## src/hdl/gsm7_septet_unpack_to_utf8_top_assert.svh

```systemverilog
// Assertion macros for the septet unpacker.
`ifndef GSM7_SEPTET_UNPACK_TO_UTF8_TOP_ASSERT_SVH
`define GSM7_SEPTET_UNPACK_TO_UTF8_TOP_ASSERT_SVH

// The consequent must hold in the same cycle as the antecedent.
`define GSM7U_ASSERT_SAME(label, clk, rst_n, ante, cons, msg) \
  label: assert property (@(posedge clk) disable iff (!rst_n) (ante) |-> (cons)) \
    else $error(msg);

// The consequent must hold in the cycle after the antecedent.
`define GSM7U_ASSERT_NEXT(label, clk, rst_n, ante, cons, msg) \
  label: assert property (@(posedge clk) disable iff (!rst_n) (ante) |=> (cons)) \
    else $error(msg);

`endif

```

## src/hdl/gsm7u_pkg.sv

```systemverilog
`default_nettype none
package gsm7u_pkg;

  localparam int unsigned SeptetSlots = 3;

  typedef struct packed {
    logic [7:0] octet;
    logic       first_octet;
    logic       last_octet;
    logic [7:0] septet_total;
  } in_item_t;

  typedef struct packed {
    logic [7:0] utf8_byte;
    logic       last_of_run;
    logic       message_end;
    logic       length_error;
  } out_item_t;

  typedef struct packed {
    logic [SeptetSlots-1:0][6:0] septets;
    logic [1:0]                  count;
    logic                        last;
    logic                        len_err;
  } sep_grp_t;

  localparam logic [10:0] GSM_ROM [128] = '{
    11'h040, 11'h0A3, 11'h024, 11'h0A5, 11'h0E8, 11'h0E9, 11'h0F9, 11'h0EC,
    11'h0F2, 11'h0C7, 11'h00A, 11'h0D8, 11'h0F8, 11'h00D, 11'h0C5, 11'h0E5,
    11'h394, 11'h05F, 11'h3A6, 11'h393, 11'h39B, 11'h3A9, 11'h3A0, 11'h3A8,
    11'h3A3, 11'h398, 11'h39E, 11'h000, 11'h0C6, 11'h0E6, 11'h0DF, 11'h0C9,
    11'h020, 11'h021, 11'h022, 11'h023, 11'h0A4, 11'h025, 11'h026, 11'h027,
    11'h028, 11'h029, 11'h02A, 11'h02B, 11'h02C, 11'h02D, 11'h02E, 11'h02F,
    11'h030, 11'h031, 11'h032, 11'h033, 11'h034, 11'h035, 11'h036, 11'h037,
    11'h038, 11'h039, 11'h03A, 11'h03B, 11'h03C, 11'h03D, 11'h03E, 11'h03F,
    11'h0A1, 11'h041, 11'h042, 11'h043, 11'h044, 11'h045, 11'h046, 11'h047,
    11'h048, 11'h049, 11'h04A, 11'h04B, 11'h04C, 11'h04D, 11'h04E, 11'h04F,
    11'h050, 11'h051, 11'h052, 11'h053, 11'h054, 11'h055, 11'h056, 11'h057,
    11'h058, 11'h059, 11'h05A, 11'h0C4, 11'h0D6, 11'h0D1, 11'h0DC, 11'h0A7,
    11'h0BF, 11'h061, 11'h062, 11'h063, 11'h064, 11'h065, 11'h066, 11'h067,
    11'h068, 11'h069, 11'h06A, 11'h06B, 11'h06C, 11'h06D, 11'h06E, 11'h06F,
    11'h070, 11'h071, 11'h072, 11'h073, 11'h074, 11'h075, 11'h076, 11'h077,
    11'h078, 11'h079, 11'h07A, 11'h0E4, 11'h0F6, 11'h0F1, 11'h0FC, 11'h0E0
  };

  localparam logic [8:0] CountMax = 9'd511;

endpackage
`default_nettype wire

```

## src/hdl/gsm7u_unpack.sv

```systemverilog
`default_nettype none
module gsm7u_unpack (
  input  logic                clk,
  input  logic                rst_n,
  input  logic                load,
  input  gsm7u_pkg::in_item_t item,
  output gsm7u_pkg::sep_grp_t grp
);
  import gsm7u_pkg::*;

  logic [7:0]  prev_r, prev_nxt;
  logic [2:0]  shift_r, shift_nxt;
  logic [8:0]  count_r, count_nxt;

  logic [8:0]  base;
  logic [15:0] pair_sh;
  logic [7:0]  flush_sh;
  logic [6:0]  s_main;
  logic [1:0]  n_main;
  logic [9:0]  sum1;
  logic [8:0]  c1;
  logic        flush;

  always_comb begin
    base     = item.first_octet ? 9'd0 : count_r;
    pair_sh  = {item.octet, prev_r} >> (4'd8 - {1'b0, shift_r});
    if (item.first_octet) begin
      s_main    = item.octet[6:0];
      n_main    = 2'd1;
      shift_nxt = 3'd1;
    end else if (shift_r == 3'd7) begin
      s_main    = pair_sh[6:0];
      n_main    = 2'd2;
      shift_nxt = 3'd1;
    end else begin
      s_main    = pair_sh[6:0];
      n_main    = 2'd1;
      shift_nxt = shift_r + 3'd1;
    end
    sum1     = {1'b0, base} + {8'd0, n_main};
    c1       = sum1[9] ? CountMax : sum1[8:0];
    flush    = item.last_octet && (c1 < {1'b0, item.septet_total});
    flush_sh = item.octet >> (4'd8 - {1'b0, shift_nxt});
    if (flush && c1 != CountMax) begin
      count_nxt = c1 + 9'd1;
    end else begin
      count_nxt = c1;
    end
    prev_nxt = item.octet;

    grp.septets[0] = s_main;
    grp.septets[1] = (n_main == 2'd2) ? item.octet[6:0] : flush_sh[6:0];
    grp.septets[2] = flush_sh[6:0];
    grp.count      = n_main + {1'b0, flush};
    grp.last       = item.last_octet;
    grp.len_err    = count_nxt != {1'b0, item.septet_total};
  end

  always_ff @(posedge clk) begin
    if (!rst_n) begin
      prev_r  <= '0;
      shift_r <= 3'd1;
      count_r <= '0;
    end else if (load) begin
      prev_r  <= prev_nxt;
      shift_r <= shift_nxt;
      count_r <= count_nxt;
    end
  end

endmodule
`default_nettype wire

```

## src/hdl/gsm7u_serial.sv

```systemverilog
`default_nettype none
module gsm7u_serial (
  input  logic                 clk,
  input  logic                 rst_n,
  input  logic                 load,
  input  gsm7u_pkg::sep_grp_t  grp,
  output logic                 ready,
  output logic                 busy,
  input  logic                 out_stall,
  output logic                 out_valid,
  output gsm7u_pkg::out_item_t out_data
);
  import gsm7u_pkg::*;

  logic      work_valid_r, work_valid_nxt;
  sep_grp_t  grp_r;
  logic [1:0] idx_r, idx_nxt;
  logic      half_r, half_nxt;
  logic      out_valid_r, out_valid_nxt;
  out_item_t out_data_r, out_data_nxt;

  logic [6:0]  cur_s;
  logic [10:0] cp;
  logic        wide;
  logic        sep_done;
  logic        final_byte;
  logic        out_free;
  logic        advance;
  logic [7:0]  byte_val;

  always_comb begin
    cur_s      = grp_r.septets[idx_r];
    cp         = GSM_ROM[cur_s];
    wide       = cp[10:7] != 4'd0;
    sep_done   = !wide || half_r;
    final_byte = sep_done && (idx_r == grp_r.count - 2'd1);
    out_free   = !out_valid_r || !out_stall;
    advance    = work_valid_r && out_free;
    ready      = !work_valid_r || (advance && final_byte);

    if (!wide) begin
      byte_val = cp[7:0];
    end else if (half_r) begin
      byte_val = {2'b10, cp[5:0]};
    end else begin
      byte_val = {3'b110, cp[10:6]};
    end

    work_valid_nxt = work_valid_r;
    idx_nxt        = idx_r;
    half_nxt       = half_r;
    if (load) begin
      work_valid_nxt = 1'b1;
      idx_nxt        = 2'd0;
      half_nxt       = 1'b0;
    end else if (advance) begin
      if (final_byte) begin
        work_valid_nxt = 1'b0;
      end
      if (sep_done) begin
        idx_nxt  = idx_r + 2'd1;
        half_nxt = 1'b0;
      end else begin
        half_nxt = 1'b1;
      end
    end

    out_data_nxt.utf8_byte    = byte_val;
    out_data_nxt.last_of_run  = final_byte;
    out_data_nxt.message_end  = final_byte && grp_r.last;
    out_data_nxt.length_error = final_byte && grp_r.last && grp_r.len_err;
    if (advance) begin
      out_valid_nxt = 1'b1;
    end else if (!out_stall) begin
      out_valid_nxt = 1'b0;
    end else begin
      out_valid_nxt = out_valid_r;
    end
  end

  always_ff @(posedge clk) begin
    if (!rst_n) begin
      work_valid_r <= 1'b0;
      idx_r        <= '0;
      half_r       <= 1'b0;
      out_valid_r  <= 1'b0;
    end else begin
      work_valid_r <= work_valid_nxt;
      idx_r        <= idx_nxt;
      half_r       <= half_nxt;
      out_valid_r  <= out_valid_nxt;
    end
  end

  always_ff @(posedge clk) begin
    if (load) begin
      grp_r <= grp;
    end
    if (advance) begin
      out_data_r <= out_data_nxt;
    end
  end

  assign busy      = work_valid_r;
  assign out_valid = out_valid_r;
  assign out_data  = out_data_r;

endmodule
`default_nettype wire

```

## src/hdl/gsm7_septet_unpack_to_utf8_top.sv

```systemverilog
// Unpacks GSM 7-bit packed user-data octets into septets, maps each septet through the
// default alphabet and sends the text as UTF-8 bytes, one byte per output transaction.
// An octet produces one to three septets of one or two bytes each, which leave in turn
// through the single byte-wide output register; octets that decode to one byte each are
// taken at one per cycle while the output does not stall. The septets are registered in
// the serializer and each byte in the output register. The escape code yields a 0x00
// byte, and the length error flag is valid only on the byte that carries message_end.
`default_nettype none
`include "gsm7_septet_unpack_to_utf8_top_assert.svh"
module gsm7_septet_unpack_to_utf8_top (
  input  logic                 clk,
  input  logic                 rst_n,
  input  logic                 in_valid,
  output logic                 in_stall,
  input  gsm7u_pkg::in_item_t  in_data,
  output logic                 out_valid,
  input  logic                 out_stall,
  output gsm7u_pkg::out_item_t out_data
);
  import gsm7u_pkg::*;

  sep_grp_t grp;
  logic     ser_ready;
  logic     ser_busy;
  logic     load;

  assign in_stall = !ser_ready;
  assign load     = in_valid && ser_ready;

  gsm7u_unpack u_unpack (
    .clk   (clk),
    .rst_n (rst_n),
    .load  (load),
    .item  (in_data),
    .grp   (grp)
  );

  gsm7u_serial u_serial (
    .clk       (clk),
    .rst_n     (rst_n),
    .load      (load),
    .grp       (grp),
    .ready     (ser_ready),
    .busy      (ser_busy),
    .out_stall (out_stall),
    .out_valid (out_valid),
    .out_data  (out_data)
  );

  `GSM7U_ASSERT_SAME(a_end_is_final, clk, rst_n,
    out_valid && out_data.message_end, out_data.last_of_run,
    "message end on a byte that does not close its run")
  `GSM7U_ASSERT_SAME(a_err_at_end, clk, rst_n,
    out_valid && out_data.length_error, out_data.message_end,
    "length error away from message end")
  `GSM7U_ASSERT_NEXT(a_accept_fills, clk, rst_n,
    in_valid && !in_stall, ser_busy,
    "accepted transaction did not reach the serializer")

endmodule
`default_nettype wire
```

## config.mk

```make
export PLATFORM = sky130hd
export DESIGN_NAME = gsm7_septet_unpack_to_utf8_top
export DESIGN_NICKNAME = d
export VERILOG_FILES = /design/src/hdl/gsm7u_pkg.sv /design/src/hdl/gsm7u_unpack.sv /design/src/hdl/gsm7u_serial.sv /design/src/hdl/gsm7_septet_unpack_to_utf8_top.sv
export VERILOG_INCLUDE_DIRS = /design/src /design/src/hdl
export SDC_FILE = /design/constraint.sdc
export NUM_CORES = 1
export LEC_CHECK = 0
export CAP_MARGIN = 20
export CORE_ASPECT_RATIO = 0.6
export CORE_MARGIN = 4
export CORE_UTILIZATION = 65
export CTS_CLUSTER_DIAMETER = 60
export DETAILED_ROUTE_END_ITERATION = 7
export DONT_BUFFER_PORTS = 1
export PLACE_DENSITY = 0.81
export SYNTH_ARGS = -nofsm -noshare
export SYNTH_HDL_FRONTEND = slang
export SYNTH_SLANG_ARGS = --single-unit
```

## constraint.sdc

```tcl
create_clock -name clk -period 6.4 [get_ports clk]
set_input_delay 0.96 -clock clk [delete_from_list [all_inputs] [get_ports clk]]
set_output_delay 0.96 -clock clk [all_outputs]
set_load 0.02 [all_outputs]
```

==> metrics <==
Resize count post-CTS 0; highest net fanout along the worst path 14; element type at the critical path end register; switching power 490 uW; Final Hold Fails 0; area added between synthesis and finish 6.70%; Post-Syn Instances 610; combinational fraction of design power 29.4%; final slew viol count 0; Port Buffers 0; depth of the most critical reg-to-reg path 20; library cells used by synthesis 81; final net count 633; power density over the cells 268 nW/um^2; CTS buffer count 9; peak supply drop 183 uV; commonest cells after routing, fill and taps aside nand2_1, a21oi_1, nor2_1; TritonCTS sink count 61; count of flip-flops with a built-in enable after synthesis 36; starting density of the core 66.8%; fraction of power consumed by the clock network 37.4%; number of rows created at floorplan 25; path type of the worst setup path register to register; kind of path behind the tightest hold check register to register; netlist area before placement 5240 sq um; Max Fclk 178 MHz; clock latency on the worst-skew pair 340 ps; total global routing track utilization 30.1%; startpoint type of the worst setup path register; worst r2r src u_unpack.shift_r[1]; sequential-to-total area share from yosys stat 30.2%; residual antenna-violating net count after detailed routing 0; post-DR vias/cell 6.82; MaxCap Viol Count 0; final count of negative-setup-slack endpoints 0; number of top-level pins 35; detailed placement HPWL 9690 microns; fraction of the cycle the final worst path needs 87.8%; endpoint required time on the critical path 6470 ps; post-layout utilization of the core 71.3%; share of async-settable or async-resettable flops after synthesis 0%; endpoint of the worst-slack reg-to-reg timing path u_serial.grp_r[0]; fin worst setup slack 783 ps; post-synthesis net count 656; CTS clock-pin slew for the worst setup and hold paths 60 ps; end of the critical path u_serial.grp_r[0]; number of global-route vias before repair 4400; primary flip-flop cell chosen by synthesis mapping edfxtp_1; count of hold-fix buffers inserted at cts 0; cell types occupying the most area after synthesis edfxtp_1, dfxtp_1, mux2i_1; total via count in the routed design 4772; setup repair after global routing missed its margin false; commonest non-fill, non-tap cell in the layout nand2_1; sequential fraction of design power 33.2%; Die Area 9620 sq um; Die Y 77.6 microns; library cell occupying the most area in the post-synthesis netlist edfxtp_1; time the final worst path needs with I/O delays and setup 5620 ps; outcome complete, no violations; worst reg2reg setup slack 780 ps; global placer's final weighted congestion 0.936; number of antenna violations at the first check in global routing 0; share of post-route cells with drive strength above 1 11.1%; largest net degree at the start of global routing 43; x dimension of the die 124 microns; beginning of the critical path u_unpack.shift_r[1]; H-tree levels 3; Static Leakage 2.22 nW; minimum setup slack after placement 667 ps; syn avg cell area 8.60 sq um; flip-flop and latch count after synthesis 61; Floorplan Core Area 7850 sq um; detail-routed net length per standard cell 20.0 microns; critical path data arrival time 5690 ps; fraction of synthesized cell area taken by the top area cell type 20.6%; worst clock skew 6.46 ps; global-route wire length before repair 22900 microns; Total Neg Setup Slack 0 ps; internal power 1.01 mW; gr ovfl total 0; deepest clock path buffer count 2; total DRC errors in the routed layout 0; switching power as a share of total power 32.7%; Yosys warning total 0; TritonCTS clock tree yes; Worst Max-Slew Pin Slew 1060 ps; worst-case headroom to the max-slew limit 29.4%; Pre-Repair DR Iteration Count 5; final wirelength 14000 microns; Root Buffer Master clkbuf_16; number of buffers inserted to repair setup after CTS 0; starting DRC count in detailed routing 616; number of antenna diodes 0
## cells in the mapped netlist (15+ instances only)
cell type / count
a21oi_1: 45
inv_1: 22
mux2i_1: 33
o211ai_1: 22
dfxtp_1: 25
edfxtp_1: 36
o21ai_0: 38
nor2_1: 39
ha_1: 23
clkbuf_1: 28
nand2_1: 68
mux2_2: 15
xnor2_1: 15
## area by class of cell
cell class                 instances  area [sq um]
clock buffer                       9           225
clock inverter                     7           114
fill                             605          2260
inverter                          24          90.1
multi-input combinational        481          3380
sequential                        61          1580
tap                              108           135
timing repair buffer              10          72.6
## stage by stage
| stage | total power, mW | instance area, sq um | instances | hold slack [ps] |
|---|---|---|---|---|
| after detailed placement | 0.930 | 5250 | 683 | 448 |
| after floorplan | 0.842 | 5240 | 610 | 424 |
| after global placement | 0.921 | 5250 | 683 | 438 |
| after CTS | 1.49 | 5590 | 699 | 457 |
| final | 1.50 | 5600 | 700 | 453 |
| after global routing | 1.57 | 5600 | 700 | 469 |
## registers in the layout (all words and copies together) (netlist names)
signal / cells
u_unpack.shift_r: 3
u_serial.busy: 1
u_unpack.prev_r: 8
u_serial.grp_r: 25
u_serial.half_r: 1
u_unpack.count_r: 9
u_serial.out_valid: 1
u_serial.out_data: 11
u_serial.idx_r: 2
## worst max-delay path: stages (launching register included)
cell and delay (ps):
dfxtp_1 350, ha_1 160, ha_1 180, nor2b_1 330, inv_2 190, ha_1 280
fa_1 420, and3_1 240, nand3_1 100, xor2_1 150, o21a_2 200, inv_1 80
ha_1 290, a21o_1 180, a2111oi_0 490, o31a_2 250, o21ai_2 180, nor3_1 470
mux2i_1 250, nand4_1 90, or4b_1 470
## cell families (layout without fill, tap and decap cells)
| kind of cell | Yosys count | count (layout) | synth area share [%] |
|---|---|---|---|
| compound gates | 200 | 200 | 25.8 |
| xor+xnor | 21 | 21 | 4.03 |
| fa+ha+maj | 24 | 24 | 5.87 |
| buf+inv | 68 | 50 | 5.44 |
| flops | 61 | 61 | 30.2 |
| mux | 52 | 52 | 11.2 |
| simple gates | 184 | 184 | 17.4 |
## layer usage
layer | track usage (%) | vias to the layer above | share of wire (%)
li1 | - | 2231 | -
met2 | 45.0 | 272 | 44
met4 | 6.34 | 0 | 1.2
met3 | 8.23 | 25 | 9.5
met5 | 0 | - | 0
met1 | 43.6 | 2244 | 45
## how the worst min path moves through the flow
| stage | from | endpoint | slack, ps | cells after the start |
|---|---|---|---|---|
| global placement | u_unpack.prev_r[0] | u_unpack.prev_r[0] | 440 | 2 |
| global route | u_unpack.prev_r[0] | u_unpack.prev_r[0] | 470 | 2 |
| detailed placement | u_unpack.prev_r[1] | u_unpack.prev_r[1] | 450 | 2 |
| CTS | u_unpack.prev_r[1] | u_unpack.prev_r[1] | 460 | 2 |
| finish | u_unpack.count_r[0] | u_unpack.count_r[0] | 450 | 2 |
| floorplan | u_unpack.count_r[0] | u_unpack.count_r[0] | 420 | 2 |
## power groups by stage
| stage | sequential (mW) | clock [mW] | combinational (mW) |
|---|---|---|---|
| floorplan | 0.499 | 0 | 0.344 |
| global placement | 0.505 | 0 | 0.417 |
| detailed placement | 0.506 | 0 | 0.424 |
| CTS | 0.499 | 0.563 | 0.428 |
| global route | 0.502 | 0.587 | 0.480 |
| finish | 0.499 | 0.561 | 0.441 |
Power figures use the tool's default switching activity.
